--- config.mk ---
export PLATFORM = sky130hd
export DESIGN_NAME = jpeg_frame_size_scanner
export DESIGN_NICKNAME = d
export VERILOG_FILES = /design/src/jfs_pkg.sv /design/src/jfs_parser.sv /design/src/jfs_out_buf.sv /design/src/jpeg_frame_size_scanner.sv
export SDC_FILE = /design/constraint.sdc
export NUM_CORES = 1
export LEC_CHECK = 0
export ABC_AREA = 1
export BUFFER_PORTS_ARGS = -buffer_cell sky130_fd_sc_hd__buf_2
export CAP_MARGIN = 20
export CORE_UTILIZATION = 65
export DETAILED_ROUTE_END_ITERATION = 8
export PLACE_DENSITY_LB_ADDON = 0.15
export RECOVER_POWER = 25
export SYNTH_ARGS = -nofsm -noshare
export SYNTH_HDL_FRONTEND = slang
export SYNTH_HIERARCHICAL = 1
export SYNTH_SLANG_ARGS = --single-unit
export TNS_END_PERCENT = 20
--- constraint.sdc ---
create_clock -name clk -period 21.2 [get_ports clk]
set_clock_uncertainty 0.15 [all_clocks]
set_input_delay 3.18 -clock clk [delete_from_list [all_inputs] [get_ports clk]]
set_output_delay 3.18 -clock clk [all_outputs]
set_load 0.01 [all_outputs]
--- src/jfs_pkg.sv ---
`timescale 1ns / 1ps
// ----------------------------------------------------------------------------
// jfs_pkg
// Shared types and constants of the JPEG frame size scanner.
// ----------------------------------------------------------------------------
package jfs_pkg;

  localparam int unsigned DataW = 8;
  localparam int unsigned DimW  = 16;
  localparam int unsigned WinW  = 16;
  localparam int unsigned PosW  = 20;

  localparam logic [WinW-1:0] ScanWindowRst = 16'd4096;
  localparam logic [PosW-1:0] PosMax        = 20'hF_FFFF;

  // Marker codes
  localparam logic [DataW-1:0] MrkPrefix = 8'hFF;
  localparam logic [DataW-1:0] MrkStuff  = 8'h00;
  localparam logic [DataW-1:0] MrkSof0   = 8'hC0;
  localparam logic [DataW-1:0] MrkSof1   = 8'hC1;
  localparam logic [DataW-1:0] MrkSof2   = 8'hC2;
  localparam logic [DataW-1:0] MrkRstLo  = 8'hD0;
  localparam logic [DataW-1:0] MrkEoi    = 8'hD9;

  typedef struct packed {
    logic            found;
    logic [DimW-1:0] width;
    logic [DimW-1:0] height;
  } jfs_result_t;

endpackage

--- src/jfs_parser.sv ---
`timescale 1ns / 1ps
// ----------------------------------------------------------------------------
// jfs_parser
// Per-byte marker parser: one state update for every accepted byte, with a
// result pushed out on the beat that completes it.
// ----------------------------------------------------------------------------
module jfs_parser (
  input  logic                           clk,
  input  logic                           rst_n,
  input  logic                           cfg_wr_en,
  input  logic [jfs_pkg::WinW-1:0]       cfg_wr_data,
  input  logic                           acc,
  input  logic [jfs_pkg::DataW-1:0]      data_byte,
  input  logic                           last_byte,
  output logic                           res_push,
  output jfs_pkg::jfs_result_t           res_data
);
  import jfs_pkg::*;

  typedef enum logic [2:0] {
    PH_SEARCH,
    PH_MARKER,
    PH_LEN_HI,
    PH_LEN_LO,
    PH_SKIP,
    PH_SOF,
    PH_DONE
  } phase_t;

  logic [WinW-1:0]  scan_window_r;
  phase_t           phase_r, phase_nxt;
  logic [PosW-1:0]  pos_r, pos_nxt;
  logic [DimW-1:0]  skip_r, skip_nxt;
  logic [DataW-1:0] len_hi_r, len_hi_nxt;
  logic [2:0]       sof_idx_r, sof_idx_nxt;
  logic [DimW-1:0]  height_r, height_nxt;
  logic             given_r, given_nxt;

  logic             emit;
  jfs_result_t      res;
  logic [PosW:0]    cur_e, win_e, cur_p1, cur_p2, seg_end;
  logic [DimW-1:0]  seg_len, seg_len_m1;

  always_comb begin
    phase_nxt   = phase_r;
    pos_nxt     = pos_r;
    skip_nxt    = skip_r;
    len_hi_nxt  = len_hi_r;
    sof_idx_nxt = sof_idx_r;
    height_nxt  = height_r;
    given_nxt   = given_r;
    emit        = 1'b0;
    res         = '0;

    cur_e  = {1'b0, pos_r};
    win_e  = {{(PosW + 1 - WinW){1'b0}}, scan_window_r};
    cur_p1 = cur_e + 21'd1;
    cur_p2 = cur_e + 21'd2;

    seg_len = {len_hi_r, data_byte};
    if (seg_len < 16'd2) begin
      seg_len = 16'd2;
    end
    seg_len_m1 = seg_len - 16'd1;
    seg_end    = cur_e + {{(PosW + 1 - DimW){1'b0}}, seg_len_m1};

    if (phase_r != PH_DONE && pos_r != PosMax) begin
      pos_nxt = pos_r + 20'd1;
    end

    case (phase_r)
      PH_SEARCH: begin
        if (cur_e >= win_e) begin
          emit = 1'b1;
        end else if (data_byte == MrkPrefix) begin
          phase_nxt = PH_MARKER;
        end else if (cur_p1 >= win_e) begin
          emit = 1'b1;
        end
      end
      PH_MARKER: begin
        if (data_byte == MrkSof0 || data_byte == MrkSof1 || data_byte == MrkSof2) begin
          phase_nxt   = PH_SOF;
          sof_idx_nxt = 3'd0;
        end else if (data_byte == MrkPrefix) begin
          // fill byte: stay on the marker, the byte may open the next one
          if (cur_e >= win_e) begin
            emit = 1'b1;
          end
        end else if (data_byte == MrkStuff ||
                     (data_byte >= MrkRstLo && data_byte <= MrkEoi) ||
                     cur_p2 >= win_e) begin
          if (cur_p1 >= win_e) begin
            emit = 1'b1;
          end else begin
            phase_nxt = PH_SEARCH;
          end
        end else begin
          phase_nxt = PH_LEN_HI;
        end
      end
      PH_LEN_HI: begin
        len_hi_nxt = data_byte;
        phase_nxt  = PH_LEN_LO;
      end
      PH_LEN_LO: begin
        if (seg_end >= win_e) begin
          emit = 1'b1;
        end else if (seg_len == 16'd2) begin
          phase_nxt = PH_SEARCH;
        end else begin
          skip_nxt  = seg_len - 16'd2;
          phase_nxt = PH_SKIP;
        end
      end
      PH_SKIP: begin
        if (skip_r != '0) begin
          skip_nxt = skip_r - 16'd1;
        end
        if (skip_r <= 16'd1) begin
          phase_nxt = PH_SEARCH;
        end
      end
      PH_SOF: begin
        if (sof_idx_r == 3'd3) begin
          height_nxt = {data_byte, 8'h00};
        end else if (sof_idx_r == 3'd4) begin
          height_nxt = {height_r[15:8], data_byte};
        end else if (sof_idx_r == 3'd5) begin
          len_hi_nxt = data_byte;
        end else if (sof_idx_r >= 3'd6) begin
          emit         = 1'b1;
          res.found    = 1'b1;
          res.width    = {len_hi_r, data_byte};
          res.height   = height_r;
        end
        if (sof_idx_r != 3'd7) begin
          sof_idx_nxt = sof_idx_r + 3'd1;
        end
      end
      PH_DONE: begin
      end
      default: begin
      end
    endcase

    if (emit) begin
      phase_nxt = PH_DONE;
      given_nxt = 1'b1;
    end

    // end of image: report a miss if nothing went out, then rearm
    if (last_byte) begin
      if (!emit && !given_r) begin
        emit = 1'b1;
        res  = '0;
      end
      phase_nxt   = PH_SEARCH;
      pos_nxt     = '0;
      skip_nxt    = '0;
      len_hi_nxt  = '0;
      sof_idx_nxt = '0;
      height_nxt  = '0;
      given_nxt   = 1'b0;
    end
  end

  always_ff @(posedge clk) begin
    if (!rst_n) begin
      scan_window_r <= ScanWindowRst;
      phase_r       <= PH_SEARCH;
      pos_r         <= '0;
      skip_r        <= '0;
      len_hi_r      <= '0;
      sof_idx_r     <= '0;
      height_r      <= '0;
      given_r       <= 1'b0;
    end else begin
      if (cfg_wr_en) begin
        scan_window_r <= cfg_wr_data;
      end
      if (acc) begin
        phase_r   <= phase_nxt;
        pos_r     <= pos_nxt;
        skip_r    <= skip_nxt;
        len_hi_r  <= len_hi_nxt;
        sof_idx_r <= sof_idx_nxt;
        height_r  <= height_nxt;
        given_r   <= given_nxt;
      end
    end
  end

  assign res_push = acc & emit;
  assign res_data = res;

endmodule

--- src/jfs_out_buf.sv ---
`timescale 1ns / 1ps
// ----------------------------------------------------------------------------
// jfs_out_buf
// Result register with one skid entry behind it, so the parser keeps
// taking bytes while a result waits on a stalled receiver.
// ----------------------------------------------------------------------------
module jfs_out_buf (
  input  logic                 clk,
  input  logic                 rst_n,
  input  logic                 push,
  input  jfs_pkg::jfs_result_t push_data,
  input  logic                 out_stall,
  output logic                 out_valid,
  output jfs_pkg::jfs_result_t out_data,
  output logic                 full
);
  import jfs_pkg::*;

  logic        main_v_r, main_v_nxt;
  logic        skid_v_r, skid_v_nxt;
  jfs_result_t main_r, main_nxt;
  jfs_result_t skid_r, skid_nxt;
  logic        pop;

  assign pop = main_v_r & ~out_stall;

  always_comb begin
    main_v_nxt = main_v_r;
    main_nxt   = main_r;
    skid_v_nxt = skid_v_r;
    skid_nxt   = skid_r;
    if (!main_v_r || pop) begin
      if (skid_v_r) begin
        main_nxt   = skid_r;
        main_v_nxt = 1'b1;
        skid_v_nxt = 1'b0;
      end else if (push) begin
        main_nxt   = push_data;
        main_v_nxt = 1'b1;
      end else begin
        main_v_nxt = 1'b0;
      end
    end else if (push) begin
      // main beat stalled: park the new result
      skid_nxt   = push_data;
      skid_v_nxt = 1'b1;
    end
  end

  always_ff @(posedge clk) begin
    if (!rst_n) begin
      main_v_r <= 1'b0;
      skid_v_r <= 1'b0;
    end else begin
      main_v_r <= main_v_nxt;
      skid_v_r <= skid_v_nxt;
    end
    main_r <= main_nxt;
    skid_r <= skid_nxt;
  end

  assign out_valid = main_v_r;
  assign out_data  = main_r;
  assign full      = skid_v_r;

endmodule

--- src/jpeg_frame_size_scanner.sv ---
`timescale 1ns / 1ps
// ----------------------------------------------------------------------------
// jpeg_frame_size_scanner
// Finds the first SOF0/SOF1/SOF2 marker in a JPEG byte stream and reports
// the frame height and width, or a miss.
// ----------------------------------------------------------------------------
// Usage:
//   Input channel (in_*): one stream byte per beat, in_last_byte on the final
//   byte of each image. Output channel (out_*): at most one result per image,
//   found=0 with zero dimensions when no SOF starts inside the scan window.
//   cfg_wr_en/cfg_wr_data load the 16-bit scan window (reset 4096); write it
//   only while no image is in flight.
//   Throughput: one byte per cycle while in_stall is low; the marker parser
//   updates its state once for every accepted byte. A result is registered in
//   the output buffer and shown on out_* from there.
//   Stall: results queue in a two-entry output buffer (result register plus
//   skid entry); in_stall rises only while both entries hold results.
//   Reset (rst_n low, synchronous): parser rearmed, window back to 4096,
//   output buffer emptied.
// ----------------------------------------------------------------------------
module jpeg_frame_size_scanner (
  input  logic                       clk,
  input  logic                       rst_n,
  input  logic                       cfg_wr_en,
  input  logic [jfs_pkg::WinW-1:0]   cfg_wr_data,
  input  logic                       in_valid,
  output logic                       in_stall,
  input  logic [jfs_pkg::DataW-1:0]  in_data_byte,
  input  logic                       in_last_byte,
  output logic                       out_valid,
  input  logic                       out_stall,
  output logic                       out_found,
  output logic [jfs_pkg::DimW-1:0]   out_image_width,
  output logic [jfs_pkg::DimW-1:0]   out_image_height
);
  import jfs_pkg::*;

  logic        acc;
  logic        res_push;
  logic        buf_full;
  jfs_result_t res_data;
  jfs_result_t out_data;

  assign in_stall = buf_full;
  assign acc      = in_valid & ~buf_full;

  jfs_parser u_parser (
    .clk        (clk),
    .rst_n      (rst_n),
    .cfg_wr_en  (cfg_wr_en),
    .cfg_wr_data(cfg_wr_data),
    .acc        (acc),
    .data_byte  (in_data_byte),
    .last_byte  (in_last_byte),
    .res_push   (res_push),
    .res_data   (res_data)
  );

  jfs_out_buf u_out_buf (
    .clk      (clk),
    .rst_n    (rst_n),
    .push     (res_push),
    .push_data(res_data),
    .out_stall(out_stall),
    .out_valid(out_valid),
    .out_data (out_data),
    .full     (buf_full)
  );

  assign out_found        = out_data.found;
  assign out_image_width  = out_data.width;
  assign out_image_height = out_data.height;

endmodule

# Word-level counts from Yosys, hierarchy flattened
# Index checks and enable logic that the tools add are counted.
classes:
  eq_ne: 30
  n_addsub: 8
  reduce_logical: 35
  bitwise_logic: 7
  order_cmp: 9
  n_mux: 61
ops:
  columns: ["operator", "n"]
  rows:
  - ["$mux 33", 9]
  - ["$mux 16", 8]
  - ["$ge 21x16->1", 3]
  - ["$mux 3", 14]
  - ["$mux 20", 2]
  - ["$mux 8", 5]
  - ["$eq 8x8->1 const B", 4]
  - ["$pmux 16 s2", 1]
  - ["$sub 16x1->16 const B", 2]
  - ["$add 20x1->21 const B", 1]
  - ["$add 20x16->21", 1]
  - ["$add 20x2->21 const B", 1]
  - ["$add 20x1->20 const B", 1]
  - ["$ge 20x16->1", 1]
  - ["$ne 20x20->1 const B", 1]
  - ["$mux 1", 18]
  - ["$ne 3x3->1 const B", 6]
  - ["$eq 16x2->1 const B", 1]
  - ["$le 16x1->1 const B", 1]
  - ["$lt 16x2->1 const B", 1]
  - ["$pmux 8 s2", 1]
  - ["$reduce_bool 16->1", 1]
  - ["$sub 16x2->16 const B", 1]
  - ["$pmux 3 s5", 1]
  - ["other kinds (30)", 65]
word_totals:
  output_inout_bits: 35
  word_cells: 167
  ff_bits: 151

# Longest topological paths before layout
# Gate-level depths: netlist (run 1).
depth:
  word_depth: 15
  depth_mapped: 41
  depth_no_buf: 41

# Hierarchy
# The synthesis (run 1) kept the hierarchy.
modules_own_cells:
  columns: ["mod", "cells_per_inst", "instances", "area_each_um2"]
  rows:
  - ["jfs_parser", 1297, 1, 8074.0]
  - ["jfs_out_buf", 181, 1, 2514.9]
  - ["jpeg_frame_size_scanner", 2, 1, 10.0]

# Least setup slack after synthesis (run 1)
# No wires, ideal clock.
synth_timing:
  path_kind: "input -> register"
  startpoint: "in in_data_byte[5] (netlist bit)"
  endpoint: "reg u_out_buf.main_r, in the netlist u_out_buf/out_data[0], enable pin"
  setup_time_ns: 0.434
  t_arrival_ns: 8.722
  path_slack_ns: 11.894
  stages: 39
  n_path_buf: 0
  cell_sequence: "inv_1 nand2_1 nor2_1 nand3_1 nand2_1 inv_1 ha_1 nand2_1 nor2_1 inv_1 nor2_1 inv_1 nor2_1 nand2_1 xor2_1 ha_1 nand2_1 inv_1 [... 3 more ...] xnor2_1 ha_1 nand2_1 nor2_1 nand2_1 nor2_1 a21boi_0 nand2_1 nand2_1 nand2_1 nor2_1 nand3_1 nand2_2 nand3_2 o21bai_4 o31ai_1 nor2_1 a21oi_1"
synth_between:
  elab_chain_len: 15
  elab_cells_between_ends: 31
synth_rtl:
  columns: ["item", "line_no", "text"]
  rows:
  - ["from (decl)", "jpeg_frame_size_scanner.sv:28", "input logic [jfs_pkg::DataW-1:0] in_data_byte,"]
  - ["branches (longest 7 deep; another with $add 20x16->21)", null, null]
  - ["$pmux 1 s4 (*)", "jfs_parser.sv:71", "case (phase_r)"]
  - ["$logic_not 1->1", "jfs_parser.sv:154", "if (!emit && !given_r) begin"]
  - ["$logic_and 1x1->1", "jfs_parser.sv:154", null]
  - ["$mux 1", "jfs_parser.sv:154", null]
  - ["$mux 1 (*)", "jfs_parser.sv:153", "if (last_byte) begin"]
  - ["$and 1x1->1 (*)", "jfs_parser.sv:194", "assign res_push = acc & emit;"]
  - ["named net res_push", "jpeg_frame_size_scanner.sv:39", "logic res_push;"]
  - ["$reduce_bool 2->1 (no source line) (*)", null, null]
  - ["$reduce_and 2->1 (no source line) (*)", null, null]
  - ["to (signal assigned)", "jfs_out_buf.sv:58", "main_r <= main_nxt;"]
  - ["to (decl)", "jfs_out_buf.sv:21", "jfs_result_t main_r, main_nxt;"]
# Mark *: on every way through the listed nets, which the timed path passes.
# A chain may end at the register's enable or synchronous reset.

# Worst setup path in the final report (run 1)
layout_timing:
  startpoint: "in in_data_byte[5] (netlist bit)"
  endpoint: "reg u_parser.skip_r[3]"
layout_between:
  elab_chain_len: 7
  elab_cells_between_ends: 14
layout_rtl:
  columns: ["item", "line_no", "text"]
  rows:
  - ["$lt 16x2->1", "jfs_parser.sv:61", "if (seg_len < 16'd2) begin"]
  - ["$mux 16 (*)", "jfs_parser.sv:61", null]
  - ["$sub 16x1->16 or $sub 16x2->16 (tied branches)", "jfs_parser.sv:64, jfs_parser.sv:112", null]
  - ["$add 20x16->21 or $mux 16 (tied branches)", "jfs_parser.sv:65, jfs_parser.sv:109", null]
  - ["$ge 21x16->1 or $mux 16 (tied branches)", "jfs_parser.sv:107", "if (seg_end >= win_e) begin"]
  - ["$ne 3x3->1 (no source line) or $pmux 16 s2 (tied branches)", null, null]
  - ["$reduce_and 5->1 (no source line) or $mux 16 (tied branches)", null, null]
  - ["to (signal assigned)", "jfs_parser.sv:185", "skip_r <= skip_nxt;"]
  - ["to (decl)", "jfs_parser.sv:33", "logic [DimW-1:0] skip_r, skip_nxt;"]
# Every way passes the cells marked *; elsewhere a longest branch is shown, timed or not. The select of a mux whose other input is x is not followed.

==> summary.md, run 1 <==
| Metric | Value |
|---|---|
| Total global-route track usage | `about two fifths` |
| Router iterations before antenna repair | `6` |
| RR Endpoint | `u_parser/skip_r[3]$_SDFFE_PN0P_` |
| Worst EP required | `~21 ns` |
| Vias in the first global route | `9458` |
| RSZ-0062 raised after global routing | `false` |
| TritonCTS Sinks | `approximately 150` |
| Placed Instance Area | `around 11000 um2` |
| Max Buffers Root-to-Sink | `2` |
| Footprint of the multi-input gates | `about 6000 um2` |
| Crit path depth | `40` |
| WL final | `around 32000 um` |
| Proportion of synthesized area in mux cells | `0%` |
| Initial antenna violation count | `0` |
| CP Capture Point | `u_parser/skip_r[3]$_SDFFE_PN0P_` |
| Worst R2R Path Depth | `39` |
| Crit-path max FO | `20` |
| Cell Area, Synth | `around 11000 um2` |
| DP HPWL | `between 20000 and 25000 um` |
| Top sig layer | `met4` |
| Compound-Gate Fraction of Synth Area | `roughly 14%` |
| First-pass GRT wire length | `about 49000 um` |
| I/O Buffers | `64` |
| Max stage delay cell, worst path | `nand2_1` |
| Layout cells sized above 1 | `8.075%` |
| Wire length per cell | `about 18 um` |
| Top delay family on crit path | `simple AND/OR/NAND/NOR gates` |
| IO Count | `65` |
| Hold slack | `~0.31 ns` |
| CORE AREA | `between 15000 and 20000 um2` |
| Met2 wire len | `roughly 14000 um` |
| Chip width | `129.7 um` |
| Root Driver | `clkbuf_16` |
| Worst EP arrival | `9.33 ns` |
| Primary FF master, synth | `dfxtp_1` |
| Internal power | `between 0.5 and 0.6 mW` |
| Largest net degree at the start of global routing | `70` |
| Nets | `1659` |
| Final Instance Count excl. Fillers | `around 1.8k` |
| Peak Freq | `approximately 110 MHz` |
| TNS Setup | `0 ns` |
| Number of synthesized flops with an enable pin | `66` |
| PwrDens | `about 67 nW/um2` |
| Hold_buf cts | `0` |
| Met3 wire length | `3129 um` |
| Clock Pin Slew Worst Setup and Hold Paths | `0.07 ns` |
| Rows | `46` |
| Worst VDD drop | `between 0.06 and 0.07 mV` |
| Slew HR | `-5.826%` |
| H-tree levels | `4` |
| # fillers | `roughly 1.3k` |
| Seq/Total Area, Yosys | `34.75%` |
| Avg Cell Area, Syn | `just over 7 um2` |
| Synth Net Count | `1604` |
| Initial Util | `between 60% and 70%` |
| DP Cell Count | `1731` |
| Number of vias in the routed layout | `roughly 10k` |
| Max incr delay on CP | `between 0.5 and 0.6 ns` |
| Diode count | `0` |
| Cts repair resizes | `0` |
| Flip-flop and latch area | `~3700 um2` |
| Die Y | `around 130 um` |
| Clock power frac | `between 30% and 40%` |
| RR Startpoint | `u_parser/len_hi_r[4]$_SDFFE_PN0P_` |
| WS Path Type | `in -> reg` |
| CTS tree | `done` |
| Post-CTS setup buffer count | `0` |
| Synth-to-layout area growth | `10.35%` |
| Cell mode on critical path | `nand2_1` |
| Final setup vio count | `0` |
| Reg2reg setup slack | `14.63 ns` |
| Critical path origin | `in_data_byte[5]` |
| Largest family of logic cells by synthesized area | `simple AND/OR/NAND/NOR gates` |
| Synth Area in XOR/XNOR | `~5.0%` |
| Buf+Inv Stages, Crit Path | `7` |
| Switching power | `approximately 0.26 mW` |
| Period minus WS final | `just over 9 ns` |
| Post-DRT Antenna Nets | `0` |
| GR Overflow Total | `0` |
| Sw Share | `approximately 33%` |
| Routability-driven placement congestion ratio | `0.9958` |
| Lkg Pwr | `a little over 5 nW` |
| Initial DRC Count | `1132` |
| Hold crit path type | `reg -> reg` |
| Die footprint | `16820 um2` |
| Fin. Hold Viols | `0` |
| # DRC | `0` |
| Metal1 wirelength | `12980 um` |
| Cts bufs inserted | `17` |
| Clock Latency Late Sink | `between 0.4 and 0.5 ns` |
| Ys async rst share | `0%` |
| Unique masters post-synth | `50` |
| Hold Crit Start | `u_parser/given_r$_SDFFE_PN0P_` |
| FF+latch count, synth | `~150` |
| Comb pwr share | `a little under a fifth` |
| Yosys warns | `6` |
| Sequential share of power | `41.9%` |
| Synth Area in Simple Gates | `25.49%` |
| Failing checks | `capacitance limit, slew limit` |
| Post-Syn Instances | `approximately 1.5k` |
| CP endpoint kind | `register` |
| Slew Limit Fails | `33` |
| Post-Synth Adder-Cell Area | `between 10 and 15%` |
| Crit share post-route | `between 40% and 50%` |
| Critical Path Source Type | `input port` |
| MaxCap Viol Count | `1` |
| Fin area | `11700 um2` |
| Status | `finished, violations left` |
| Drt via density | `about 5.9` |
| Worst slew pin tran | `roughly 1.6 ns` |
[cell usage in the layout (no fill, tap or decap), drive strengths merged, types with 19 or more instances in the layout]
| cell type | instances |
|---|---|
| nand3 | 73 |
| inv | 218 |
| clkbuf | 26 |
| nor2 | 183 |
| edfxtp | 66 |
| nor3 | 19 |
| ha | 93 |
| xor2 | 47 |
| nand2 | 340 |
| dfxtp | 85 |
| a21oi | 131 |
| buf | 63 |
| o21ai | 105 |
[worst min-delay path by stage]
| stage | slack, ns | cells past startpoint | end |
|---|---|---|---|
| after CTS | 0.30 | 2 | u_parser/given_r$_SDFFE_PN0P_ |
| after global routing | 0.33 | 2 | u_parser/height_r[11]$_SDFFE_PN0P_ |
| final | 0.31 | 2 | u_parser/given_r$_SDFFE_PN0P_ |
| after floorplan | 0.28 | 2 | u_parser/given_r$_SDFFE_PN0P_ |
| after global placement | 0.29 | 2 | u_parser/given_r$_SDFFE_PN0P_ |
| after detailed placement | 0.29 | 2 | u_parser/given_r$_SDFFE_PN0P_ |
[through the flow]
stage                     setup WS (ns)  utilization [%]  power (mW)
after global placement            11.97            69.73      0.4689
after detailed placement          11.75            69.73      0.4716
final                             12.02            73.63      0.7779
after floorplan                   11.89                -      0.4254
after global routing              11.48            73.63      0.8079
after CTS                         12.15            73.54      0.7741
[synth_stat cells (3+ instances only)]
cell	number	area, um2
a211oi_1	13	97.59
a21oi_1	130	650.6
a31oi_1	3	18.77
and3_1	3	18.77
buf_2	4	20.02
buf_6	4	45.04
clkbuf_1	25	93.84
clkinv_1	3	11.26
dfxtp_1	85	1702
edfxtp_1	66	1982
ha_1	93	1164
inv_1	211	792.0
nand2_1	329	1235
nand2_2	11	68.82
nand3_1	72	360.4
nand4_1	18	112.6
nor2_1	172	645.6
nor2_2	7	43.79
nor2_4	4	45.04
nor3_1	18	90.09
nor4_1	4	25.02
o211ai_1	5	37.54
o21ai_0	100	500.5
o21ai_1	5	25.02
o21bai_1	3	22.52
o311ai_0	3	26.28
o31ai_1	3	22.52
xnor2_1	13	113.9
xor2_1	47	411.6
[flip-flops by register name, summed over array words and instances, names as in the netlist, 3 cells and up]
register / cells
u_parser/phase_r: 3
u_out_buf/out_data: 33
u_parser/sof_idx_r: 3
u_out_buf/skid_r: 33
u_parser/pos_r: 20
u_parser/height_r: 16
u_parser/scan_window_r: 16
u_parser/skip_r: 16
u_parser/len_hi_r: 8
[kinds of logic after synthesis]
family	after synthesis
xor gates and xnor gates	60
AOI/OAI and AO/OA	278
and+or+nand+nor	645
adders and majority gates	94
buffers and inverters	252
DFF	151
[routing by layer]
layer,track usage [%],vias to the layer above
li1,-,4978
met1,50.87,4771
met2,62.19,599
met3,7.462,102
met4,18.54,0
met5,0,-
[worst reg2reg max path: cells and delay by family, from the launching register on]
family                   cells  cell delay [ns]
AND/OR/NAND/NOR             23             2.87
adder cells (fa/ha/maj)      3             0.78
XOR/XNOR                     2             0.35
buffers and inverters        6             0.95
flip-flops                   1             0.47
AO/OA/AOI/OAI                5             0.85
[area by class of cell]
class                      instances  area share, %
sequential                       151          31.50
multi-input combinational       1077          50.76
inverter                         216          6.943
timing repair buffer              72          3.306
clock inverter                    15          1.540
clock buffer                      17          3.637
tap                              216          2.311
[power groups by stage]
stage / clock network [mW] / logic (mW) / registers, mW
after floorplan: 0 / 0.0943 / 0.331
after global placement: 0 / 0.137 / 0.332
after detailed placement: 0 / 0.139 / 0.332
after CTS: 0.308 / 0.141 / 0.326
after global routing: 0.320 / 0.161 / 0.327
final: 0.307 / 0.145 / 0.326
No activity file was read; power rests on OpenSTA's default activity.
==> inputs of run 2 (changes only) <==
--- a/config.mk
+++ b/config.mk
@@ -5,10 +5,10 @@
 export SDC_FILE = /design/constraint.sdc
 export NUM_CORES = 1
 export LEC_CHECK = 0
-export ABC_AREA = 1
+export ABC_AREA = 0
 export BUFFER_PORTS_ARGS = -buffer_cell sky130_fd_sc_hd__buf_2
 export CAP_MARGIN = 20
-export CORE_UTILIZATION = 65
+export CORE_UTILIZATION = 56
 export DETAILED_ROUTE_END_ITERATION = 8
 export PLACE_DENSITY_LB_ADDON = 0.15
 export RECOVER_POWER = 25
==> constraint.sdc (replaced) <==
create_clock -name clk -period 7.6 [get_ports clk]
set_clock_uncertainty 0.15 [all_clocks]
set_input_delay 1.14 -clock clk [delete_from_list [all_inputs] [get_ports clk]]
set_output_delay 1.14 -clock clk [all_outputs]
set_load 0.01 [all_outputs]
==> run 2 against run 1 <==
Die area increased by 16%. Global-route usage decreased by 10 points. The run now ends clean. Final cell count decreased by 18%. Final area increased by 0.44%. Critical endpoint is now u_out_buf/out_data[19]$_DFFE_PP_. Sequential share of layout area decreased by 0.14 points. Highest routed layer unchanged. Routed wire length decreased by 14%. Sequential power increased to 2.7 times the previous value. Setup slack got worse by 12 ns. Register-to-register slack got worse by 14 ns.
==> summary.md, run 2 <==
| Metric | Value |
|---|---|
| Sw Share | `around 29%` |
| Crit share post-route | `~94%` |
| Wire length per cell | `19.03 um` |
| Max Buffers Root-to-Sink | `2` |
| PwrDens | `about 170 nW/um2` |
| Synth-to-layout area growth | `10.43%` |
| Cell Area, Synth | `between 10000 and 15000 um2` |
| Clock Latency Late Sink | `approximately 0.43 ns` |
| Chip width | `139.8 um` |
| Period minus WS final | `around 7 ns` |
| GR Overflow Total | `0` |
| Unique masters post-synth | `just under 90` |
| Comb pwr share | `11.6%` |
| Lkg Pwr | `roughly 4.8 nW` |
| Hold slack | `between 0.3 and 0.4 ns` |
| Yosys warns | `6` |
| Number of synthesized flops with an enable pin | `66` |
| Die Y | `~140 um` |
| Top-area cell type share of the netlist area | `a little under a fifth` |
| Worst EP arrival | `approximately 7.2 ns` |
| Sequential share of power | `44.5%` |
| Rows | `50` |
| MaxCap Viol Count | `0` |
| Max incr delay on CP | `around 0.58 ns` |
| Hold crit path type | `reg -> reg` |
| RSZ-0062 raised after global routing | `false` |
| Hold_buf cts | `0` |
| # fillers | `around 1.6k` |
| # DRC | `0` |
| Routability-driven placement congestion ratio | `0.9355` |
| Initial DRC Count | `between 800 and 900` |
| TritonCTS Sinks | `about 150` |
| Largest net degree at the start of global routing | `about 70` |
| Pwr Total | `between 1.5 and 2 mW` |
| Peak Freq | `139.4 MHz` |
| Placed Instance Area | `11130 um2` |
| Fin area | `around 12000 um2` |
| CP endpoint kind | `register` |
| Switching power | `0.5698 mW` |
| Clock Pin Slew Worst Setup and Hold Paths | `0.07 ns` |
| Post-DRT Antenna Nets | `0` |
| Nets | `1326` |
| Buf+Inv Stages, Crit Path | `3` |
| CORE AREA | `around 19000 um2` |
| Vias in the first global route | `8335` |
| Initial Util | `between 50% and 60%` |
| Fin. Hold Viols | `0` |
| Router iterations before antenna repair | `6` |
| WL final | `27570 um` |
| Initial antenna violation count | `0` |
| Seq/Total Area, Yosys | `between 30% and 40%` |
| Max stage delay cell, worst path | `or4_4` |
| Worst slew pin tran | `approximately 1.3 ns` |
| Internal power | `about 1.4 mW` |
| Top delay family on crit path | `compound AO/OA/AOI/OAI gates` |
| Drt via density | `6.155` |
| Layout cells sized above 1 | `a little over an eighth` |
| Number of vias in the routed layout | `roughly 8.9k` |
| Die footprint | `about 20000 um2` |
| Worst EP required | `approximately 7.6 ns` |
| Top cells by area, synth | `edfxtp_1, dfxtp_1, ha_1` |
| Total global-route track usage | `28.67%` |
| Crit-path max FO | `33` |
| FF+latch count, synth | `151` |
| Most frequent cell after synthesis | `nor2_1` |
| Ys async rst share | `0%` |
| Primary FF master, synth | `dfxtp_1` |
| Cts bufs inserted | `17` |
| Post-Syn Instances | `roughly 1.2k` |
| CTS tree | `done` |
| Final setup vio count | `0` |
| DP HPWL | `20500 um` |
| Synth Net Count | `between 1k and 1.5k` |
| IO Count | `65` |
| Slew Limit Fails | `0` |
| Top post-synthesis cells by count | `nor2_1, ha_1, dfxtp_1` |
| Worst VDD drop | `roughly 0.16 mV` |
| Final Util | `roughly 63%` |
| Yosys top cell by area | `edfxtp_1` |
| WS Path Type | `in -> reg` |
| Slew HR | `a little over a tenth` |
| Most common cell after layout, fill and taps aside | `nor2_1` |
| First-pass GRT wire length | `roughly 44000 um` |
| Clock power frac | `between 40% and 50%` |
| H-tree levels | `4` |
| Diode count | `0` |
| Avg Cell Area, Syn | `roughly 9 um2` |
| Root Driver | `clkbuf_16` |
| I/O Buffers | `between 60 and 70` |
| Status | `completed` |
| Critical Path Source Type | `input port` |
| Most frequent cells in the layout | `nor2_1, ha_1, dfxtp_1, a21oi_1, nand2_1` |
==> run 2: cell types whose count changed after synthesis, moves of 36 or more <==
cell	change
a21oi_1	-54
nor2_1	-51
nand2_1	-258
o21ai_0	-60
and2_1	+36
inv_1	-171
nand3_1	-41
==> run 2: metrics by stage <==
step | worst slack, ns | instances | TNS [ns]
after floorplan | -0.2657 | 1154 | -8.768
after global placement | 0.1611 | 1414 | 0
after detailed placement | -0.09513 | 1414 | -5.854
after CTS | 0.3269 | 1446 | 0
after global routing | 0.005242 | 1449 | 0
final | 0.4288 | 1449 | 0
==> run 2: path summary, 6_finish.rpt <==
kind / end / slack, ns / start / cells after the start
min reg2reg: u_parser/given_r$_SDFFE_PN0P_ / 0.33 / u_parser/given_r$_SDFFE_PN0P_ / 2
min: u_parser/given_r$_SDFFE_PN0P_ / 0.33 / u_parser/given_r$_SDFFE_PN0P_ / 2
max: u_out_buf/out_data[19]$_DFFE_PP_ / 0.43 / in_data_byte[6] / 34
max reg2reg: u_out_buf/out_data[19]$_DFFE_PP_ / 0.59 / u_parser/len_hi_r[1]$_SDFFE_PN0P_ / 33
==> run 2: final cells by class <==
class	count	area [um2]	share of cell area, %
Clock buffer	17	425.4	3.621
Clock inverter	15	183.9	1.566
Inverter	41	153.9	1.310
Multi-Input combinational cell	895	6461	55.00
Sequential cell	151	3685	31.37
Tap cell	234	292.8	2.492
Timing Repair Buffer	96	545.5	4.644
==> run 2: power by group through the flow <==
stage | Clock (mW) | Sequential, mW | Combinational (mW)
finish | 0.864 | 0.876 | 0.228
global route | 0.915 | 0.878 | 0.251
CTS | 0.877 | 0.876 | 0.225
detailed placement | 0 | 0.895 | 0.224
global placement | 0 | 0.894 | 0.222
floorplan | 0 | 0.895 | 0.147
==> run 2: kinds of logic (layout without fill, tap and decap cells) <==
logic type	count (synthesis)	in the layout	synth area share (%)
adders and majority gates	94	94	11.13
muxes	65	65	7.539
xor gates and xnor gates	68	68	5.599
and+or+nand+nor	436	436	21.85
DFF	151	151	34.63
AOI/OAI and AO/OA	232	232	14.26
buffers and inverters	108	169	4.999
==> run 2: metal layers <==
layer	track usage [%]	vias to the layer above	routed length (um)
met3	4.129	54	1765
met5	0	-	0
met2	44.82	338	12200
met1	40.95	4230	13030
li1	-	4296	-
met4	8.386	0	577
==> run 2: what timing repair did <==
action                                  in CTS  in global routing
resized for setup                            0                  7
endpoints found under the setup margin       0                 76
setup buffers                                0                  2
==> run 2: worst register-to-register path, delay by kind of cell, from the launching register on <==
kind	cells	cell delay, ns
flip-flops	1	0.41
adder cells (fa/ha/maj)	3	0.86
XOR/XNOR	1	0.14
buffers and inverters	2	0.35
AND/OR/NAND/NOR	12	2.11
AO/OA/AOI/OAI	15	2.75
